`config.mk`:
```
export PLATFORM = sky130hd
export DESIGN_NAME = ncc_coef
export DESIGN_NICKNAME = d
export VERILOG_FILES = /design/src/rtl/ncc_pkg.sv /design/src/rtl/ncc_coef.sv
export VERILOG_INCLUDE_DIRS = /design/src /design/src/rtl
export SDC_FILE = /design/constraint.sdc
export NUM_CORES = 1
export LEC_CHECK = 0
export ABC_AREA = 1
export BUFFER_PORTS_ARGS = -buffer_cell sky130_fd_sc_hd__buf_2
export CORE_MARGIN = 4
export CORE_UTILIZATION = 43
export CTS_BUF_LIST = sky130_fd_sc_hd__clkbuf_2 sky130_fd_sc_hd__clkbuf_4 sky130_fd_sc_hd__clkbuf_8
export DETAILED_ROUTE_END_ITERATION = 12
export PLACE_DENSITY = 0.66
export SYNTH_ARGS = -nofsm -noshare
export SYNTH_HDL_FRONTEND = slang
export SYNTH_SLANG_ARGS = --single-unit
```
`constraint.sdc`:
```
create_clock -name clk_i -period 7.88 [get_ports clk_i]
set_input_delay 1.576 -clock clk_i [delete_from_list [all_inputs] [get_ports clk_i]]
set_output_delay 1.576 -clock clk_i [all_outputs]
set_load 0.005 [all_outputs]
```
`src/rtl/assert_macros.svh`:
```
// assertion helpers shared by the rtl
`ifndef ASSERT_MACROS_SVH
`define ASSERT_MACROS_SVH

// property must hold at every edge outside reset
`define ASSERT_ALWAYS(lbl, clk, rst_n, prop, msg) \
  lbl: assert property (@(posedge clk) disable iff (!rst_n) prop) else $error(msg);

// condition must never be seen outside reset
`define ASSERT_NEVER(lbl, clk, rst_n, cond, msg) \
  lbl: assert property (@(posedge clk) disable iff (!rst_n) !(cond)) else $error(msg);

`endif

```
`src/rtl/ncc_pkg.sv`:
```
`default_nettype none

package ncc_pkg;

  localparam int SAMPLE_W = 16;
  localparam int OP_W     = 2;
  localparam int COEF_W   = 16;
  localparam int LAG_W    = 6;
  localparam int STATUS_W = 2;
  localparam int Q_BITS   = 17;

  localparam logic [63:0]       NORM_LIMIT = 64'h0000_8000_0000_0000;
  localparam logic [COEF_W-1:0] COEF_MAX   = 16'h7fff;

  typedef enum logic [OP_W-1:0] {
    OP_LOAD_A  = 2'd0,
    OP_LOAD_B  = 2'd1,
    OP_COMPUTE = 2'd2,
    OP_NOP     = 2'd3
  } op_e;

  typedef enum logic [STATUS_W-1:0] {
    ST_OK    = 2'd0,
    ST_SHORT = 2'd1,
    ST_ZERO  = 2'd2
  } status_e;

  typedef enum logic [4:0] {
    S_IDLE,
    S_SUM_RD,
    S_SUM_ACC,
    S_DEV_RD,
    S_DEV_MUL,
    S_DEV_SUB,
    S_DEV_SQ,
    S_DEV_ACC,
    S_ROOT,
    S_DEN,
    S_DEN_ST,
    S_COR_SET,
    S_COR_RD,
    S_COR_MUL,
    S_COR_ACC,
    S_COEF_GO,
    S_COEF_WAIT,
    S_OUT
  } state_e;

  typedef enum logic [1:0] {
    CO_IDLE,
    CO_NORM,
    CO_DIV,
    CO_DONE
  } coef_state_e;

endpackage

`default_nettype wire

```
`src/rtl/ncc_coef.sv`:
```
`include "assert_macros.svh"
`default_nettype none

module ncc_coef import ncc_pkg::*; #(
  parameter int DATA_W = 56
) (
  input  wire logic                     clk_i,
  input  wire logic                     rst_ni,
  input  wire logic                     start_i,
  input  wire logic signed [DATA_W-1:0] c_i,
  input  wire logic [DATA_W-1:0]        den_i,
  output logic                          done_o,
  output logic signed [COEF_W-1:0]      coef_o
);

  localparam int CNT_W = $clog2(Q_BITS);
  localparam logic [Q_BITS-1:0] Q_ONE = Q_BITS'(1) << (Q_BITS - 1);

  coef_state_e cst_q, cst_d;

  logic              neg_q;
  logic [DATA_W-1:0] mag_q;
  logic [DATA_W-1:0] den_q;
  logic [DATA_W:0]   rem_q;
  logic [Q_BITS-1:0] q_q;
  logic [CNT_W-1:0]  cnt_q;

  logic [DATA_W-1:0] abs_w;
  logic              big_w;
  logic              ge_w;
  logic [DATA_W:0]   rem_sub;
  logic [Q_BITS:0]   rnd_w;
  logic [COEF_W-1:0] coef_w;

  assign abs_w   = c_i[DATA_W-1] ? DATA_W'(-c_i) : DATA_W'(c_i);
  assign big_w   = 64'(den_q) >= NORM_LIMIT;
  assign ge_w    = rem_q >= {1'b0, den_q};
  assign rem_sub = ge_w ? rem_q - {1'b0, den_q} : rem_q;
  assign rnd_w   = ({1'b0, q_q} + (Q_BITS + 1)'(1)) >> 1;

  always_comb begin
    cst_d = cst_q;
    case (cst_q)
      CO_IDLE: if (start_i) cst_d = CO_NORM;
      CO_NORM: if (!big_w) cst_d = CO_DIV;
      CO_DIV:  if (cnt_q == CNT_W'(Q_BITS - 1)) cst_d = CO_DONE;
      CO_DONE: cst_d = CO_IDLE;
      default: cst_d = CO_IDLE;
    endcase
  end

  always_comb begin
    done_o = (cst_q == CO_DONE);
    if (neg_q) begin
      coef_w = COEF_W'(0) - rnd_w[COEF_W-1:0];
    end else if (rnd_w > (Q_BITS + 1)'(COEF_MAX)) begin
      coef_w = COEF_MAX;
    end else begin
      coef_w = rnd_w[COEF_W-1:0];
    end
    coef_o = coef_w;
  end

  always_ff @(posedge clk_i or negedge rst_ni) begin
    if (!rst_ni) begin
      cst_q <= CO_IDLE;
    end else begin
      cst_q <= cst_d;
    end
  end

  always_ff @(posedge clk_i) begin
    case (cst_q)
      CO_IDLE: begin
        if (start_i) begin
          neg_q <= c_i[DATA_W-1];
          mag_q <= (abs_w > den_i) ? den_i : abs_w;
          den_q <= den_i;
        end
      end
      CO_NORM: begin
        if (big_w) begin
          den_q <= den_q >> 1;
          mag_q <= mag_q >> 1;
        end else begin
          rem_q <= {1'b0, mag_q};
          q_q   <= '0;
          cnt_q <= '0;
        end
      end
      CO_DIV: begin
        rem_q <= {rem_sub[DATA_W-1:0], 1'b0};
        q_q   <= {q_q[Q_BITS-2:0], ge_w};
        cnt_q <= cnt_q + CNT_W'(1);
      end
      default: ;
    endcase
  end

  `ASSERT_ALWAYS(a_done_pulse, clk_i, rst_ni, done_o |=> !done_o, "done held")
  `ASSERT_ALWAYS(a_start_idle, clk_i, rst_ni, start_i |-> (cst_q == CO_IDLE), "start busy")
  `ASSERT_ALWAYS(a_q_bound, clk_i, rst_ni, done_o |-> (q_q <= Q_ONE), "quotient above one")

endmodule

`default_nettype wire

```
==> reports/results.env <==
AVG_SYNTHESIZED_CELL_AREA_UM2=6.11
IO_PINS=132
TIMING.CRITICAL_PATH.SLOWEST_CELL_DELAY_NS=0.62
WORST_HOLD_PATH_TYPE='flop to flop'
WORSTMARGINPINSLEW_NS=1.10
WORST_HOLD_SLACK_NS=0.553
POWER.SWITCHING_FRACTION_PCT=54.8
DR.PASS1.ITERS=5
POST-CTS-SETUP-BUFFER-COUNT=0
GRT_PASS1_VIAS=18400
START_UTIL_PCT=43.7
SYNTHESIZED_NET_COUNT=3503
STDCELL_COUNT=3954
FINAL.MIN_CLOCK_PERIOD_NS=5.48
SYNTH_TOP_AREA_CELL='edfxtp_1'
SYNTH_COMMONEST_CELLS='nand2_1, inv_1, nand3_1'
POSTSYNTHCELLCOUNT=3265
POWER_DENSITY_nW_PER_UM2=449
AVG_WL_PER_CELL_UM=15.8
AREA_GROWTH_SYN_TO_LAYOUT_PCT=7.55
GLOBAL_ROUTE_WIRE_LENGTH_BEFORE_REPAIR_MM=99.2
CTS_BUFFERS=17
CLKTRANSATPATHREGS_NS=0.11
POST-SYNTH-TOP-AREA-FRACTION_PCT=28.9
DP_HPWL_MM=50.6
GROUTE.USAGE.OVERALL_PCT=24.8
COMBPWRFRAC_PCT=67.9
GRT_MAX_DEGREE=110
INITIAL_ANTENNA_VIOLATION_COUNT=1
STARTPOINT_TO_ENDPOINT_CLASS_OF_THE_CRITICAL_PATH='primary input to flop'
POST_CTS_HOLD_BUFFER_COUNT=0
CRITPATHCAPTURETYPE='flop'
CRITPATHLAUNCHTYPE='primary input'
GLOBALROUTE.TOTALOVERFLOW=0
DRTITER0DRC=1813
POWER_LEAKAGE_nW=11.5
DRTANTENNAVIOLNETS=0
RELSLEWSLACK_PCT=26.3
WORSTPATHARRIVAL_NS=5.75
CPMAXSTAGEDELAYCELL='nand2_2'
REPORT.POWER.TOTAL_mW=9.64
FINAL_HOLD_VIOL_COUNT=0
CTS.ROOT.BUFFER_CELL='clkbuf_8'
SYNTH_TOP_FLOP_CELL='edfxtp_1'
CLOCK_POWER_SHARE_PCT=6.7
CORE_REGION_AREA_UM2=45600
GP_ROUTABILITY_CONGESTION=0.995
VIA_PER_INST=5.02
LAYOUT_NET_COUNT=3578
CP_DATA_REQUIRED_TIME_NS=8.15
SYNTH_SEQ_AREA_SHARE_PCT=29.2
SLEW_VIOLATIONS=0
SYNTH-ASYNC-RESET-RATIO_PCT=1.03
RUN_STATUS='completed'
POST-ROUTE-DRC-COUNT=0
SWITCHINGPOWER_mW=5.28
HTREE_NUM_LEVELS=4
SYNTH_CELL_TYPE_COUNT=45
POWER.SEQUENTIAL.FRACTION_PCT=25.4
SYNTH_EDF_COUNT=192
BUFFER_PORTS.INSERTED=131
SETUP-TNS-FINAL_NS=0
FP.DIEAREA_UM2=49900
SYN-CELL-AREA_UM2=19900
CP_MAX_FO=56
CLOCK-SKEW-FINAL_NS=0.0130
RSZ0062_AT_GRT='no'
CHIP_HEIGHT_UM=223
FINAL_UTIL_PCT=47.1
ROWS=78
MAX_FREQ_MHz=182
LAYOUT-DRIVE-GT1-SHARE_PCT=7.28
WARNING_COUNT_FROM_THE_YOSYS_RUN=0
SYNTH.FF_LATCH_COUNT=194
POST-SYNTH-TOP-COUNT-CELL='nand2_1'
TRITONCTS='built'
CRITICAL-PATH-TOP-DELAY-FAMILY='simple AND/OR/NAND/NOR gates'
CRITICAL_PATH.MOST_COMMON_CELL='nand2_1'
VIAS=19800
DIE_W_UM=223
P_INT_mW=4.35
CTS.PATH.MAX_BUFFERS=2
CLOCK-SINKS=194
NETLIST_TOP_CELLS_AREA='edfxtp_1, nand2_1, inv_1, ha_1, nand3_1'
PERIOD_UTILISATION_LAYOUT_PCT=69.6
DPL.CELL_COUNT=3921
SETUP-VIOLATIONS-FINAL=0
CTS.REPAIR.RESIZED=0
TOTALWIRELENGTH_MM=62.4
WORST_SKEW_PAIR.LATE_LATENCY_NS=0.51
CAP_VIOLATIONS=0
CP.BUFFERS_INVERTERS=4
IRDROPWORSTVDD_V=0.000269
==> state kept, by name, indices dropped and copies added, names as in the netlist <==
| signal | count |
|---|---|
| q_q | 17 |
| rem_q | 57 |
| cst_q | 2 |
| den_q | 56 |
| mag_q | 56 |
| neg_q | 1 |
| cnt_q | 5 |
==> worst min-delay path, stage by stage, from the launching register on <==
cell and delay, ns:
edfxtp_1 0.35, nand2_1 0.06, nand2_1 0.05
==> final timing paths <==
path                                          start                       to  slack (ns)  cells past startpoint
worst max register to register   den_q[7]$_DFFE_PP_      rem_q[50]$_DFFE_PP_        3.94                     16
worst max-delay path                         c_i[0]  mag_q[55]$_SDFFCE_PP0P_        2.40                     26
min in group asynchronous                    rst_ni     cst_q[1]$_DFFE_PN0P_        0.83                      1
worst min register to register  mag_q[34]$_DFFE_PP_      mag_q[33]$_DFFE_PP_        0.55                      2
worst min-delay path            mag_q[34]$_DFFE_PP_      mag_q[33]$_DFFE_PP_        0.55                      2
max in group asynchronous                    rst_ni     cst_q[0]$_DFFE_PN0P_        6.96                      1
==> cell type report <==
type                       count  area [um2]
timing repair buffer         142         738
antenna                        1        2.50
clock inverter                15         144
sequential                   194        5820
clock buffer                  17         234
multi-input combinational   2368       11400
tap                          600         751
fill                        4920       24100
inverter                     617        2320
==> logic make-up after synthesis <==
family / count (synthesis) / share of synthesized area (%)
adder cells (fa/ha/maj): 123 / 7.76
AND/OR/NAND/NOR: 2004 / 41.8
buffers and inverters: 703 / 13.6
AO/OA/AOI/OAI: 168 / 4.39
flip-flops: 194 / 29.2
XOR/XNOR: 73 / 3.28
==> cell usage in the layout (no fill, tap or decap), types with 3 or more instances in the layout <==
master | synthesis | final
buf_2 | 22 | 131
o21a_1 | 4 | 4
xor2_1 | 41 | 41
clkbuf_8 | 0 | 17
inv_2 | 14 | 15
nor3_1 | 20 | 20
inv_6 | 0 | 4
nand2_1 | 1279 | 1278
o21bai_1 | 5 | 5
inv_1 | 598 | 597
nor2_2 | 15 | 15
clkinv_1 | 5 | 5
nand3_1 | 291 | 291
inv_8 | 0 | 3
ha_1 | 122 | 120
o21ai_0 | 88 | 88
nand2_4 | 3 | 3
nor2_4 | 5 | 5
clkinv_4 | 0 | 3
nand3b_1 | 11 | 11
nor2_1 | 276 | 276
buf_4 | 2 | 11
nand4_1 | 69 | 69
edfxtp_1 | 192 | 192
xnor2_1 | 30 | 30
and2_1 | 5 | 5
or2_2 | 4 | 4
a21oi_1 | 65 | 64
nand2_2 | 17 | 18
==> through the flow <==
step           worst slack [ns]  area, um2
3_3_place_gp               1.86      21100
3_5_place_dp               1.88      21100
2_1_floorplan              1.91      19900
6_report                   2.40      21400
5_1_grt                    1.95      21400
4_1_cts                    2.43      21400
==> power groups by stage <==
stage	Combinational [mW]	Clock, mW	Sequential [mW]
2_1_floorplan	4.79	0	2.37
3_3_place_gp	6.43	0	2.44
3_5_place_dp	6.46	0	2.46
4_1_cts	6.49	0.665	2.43
5_1_grt	7.44	0.708	2.51
6_report	6.54	0.648	2.45
==> routing by layer <==
metal  GRT usage, %  wire length, um
met5              0                0
met4           8.93             2140
met3           2.36             3920
met2           38.1            27000
met1           36.3            29300
Note: power is estimated with default switching activity, not from simulation.
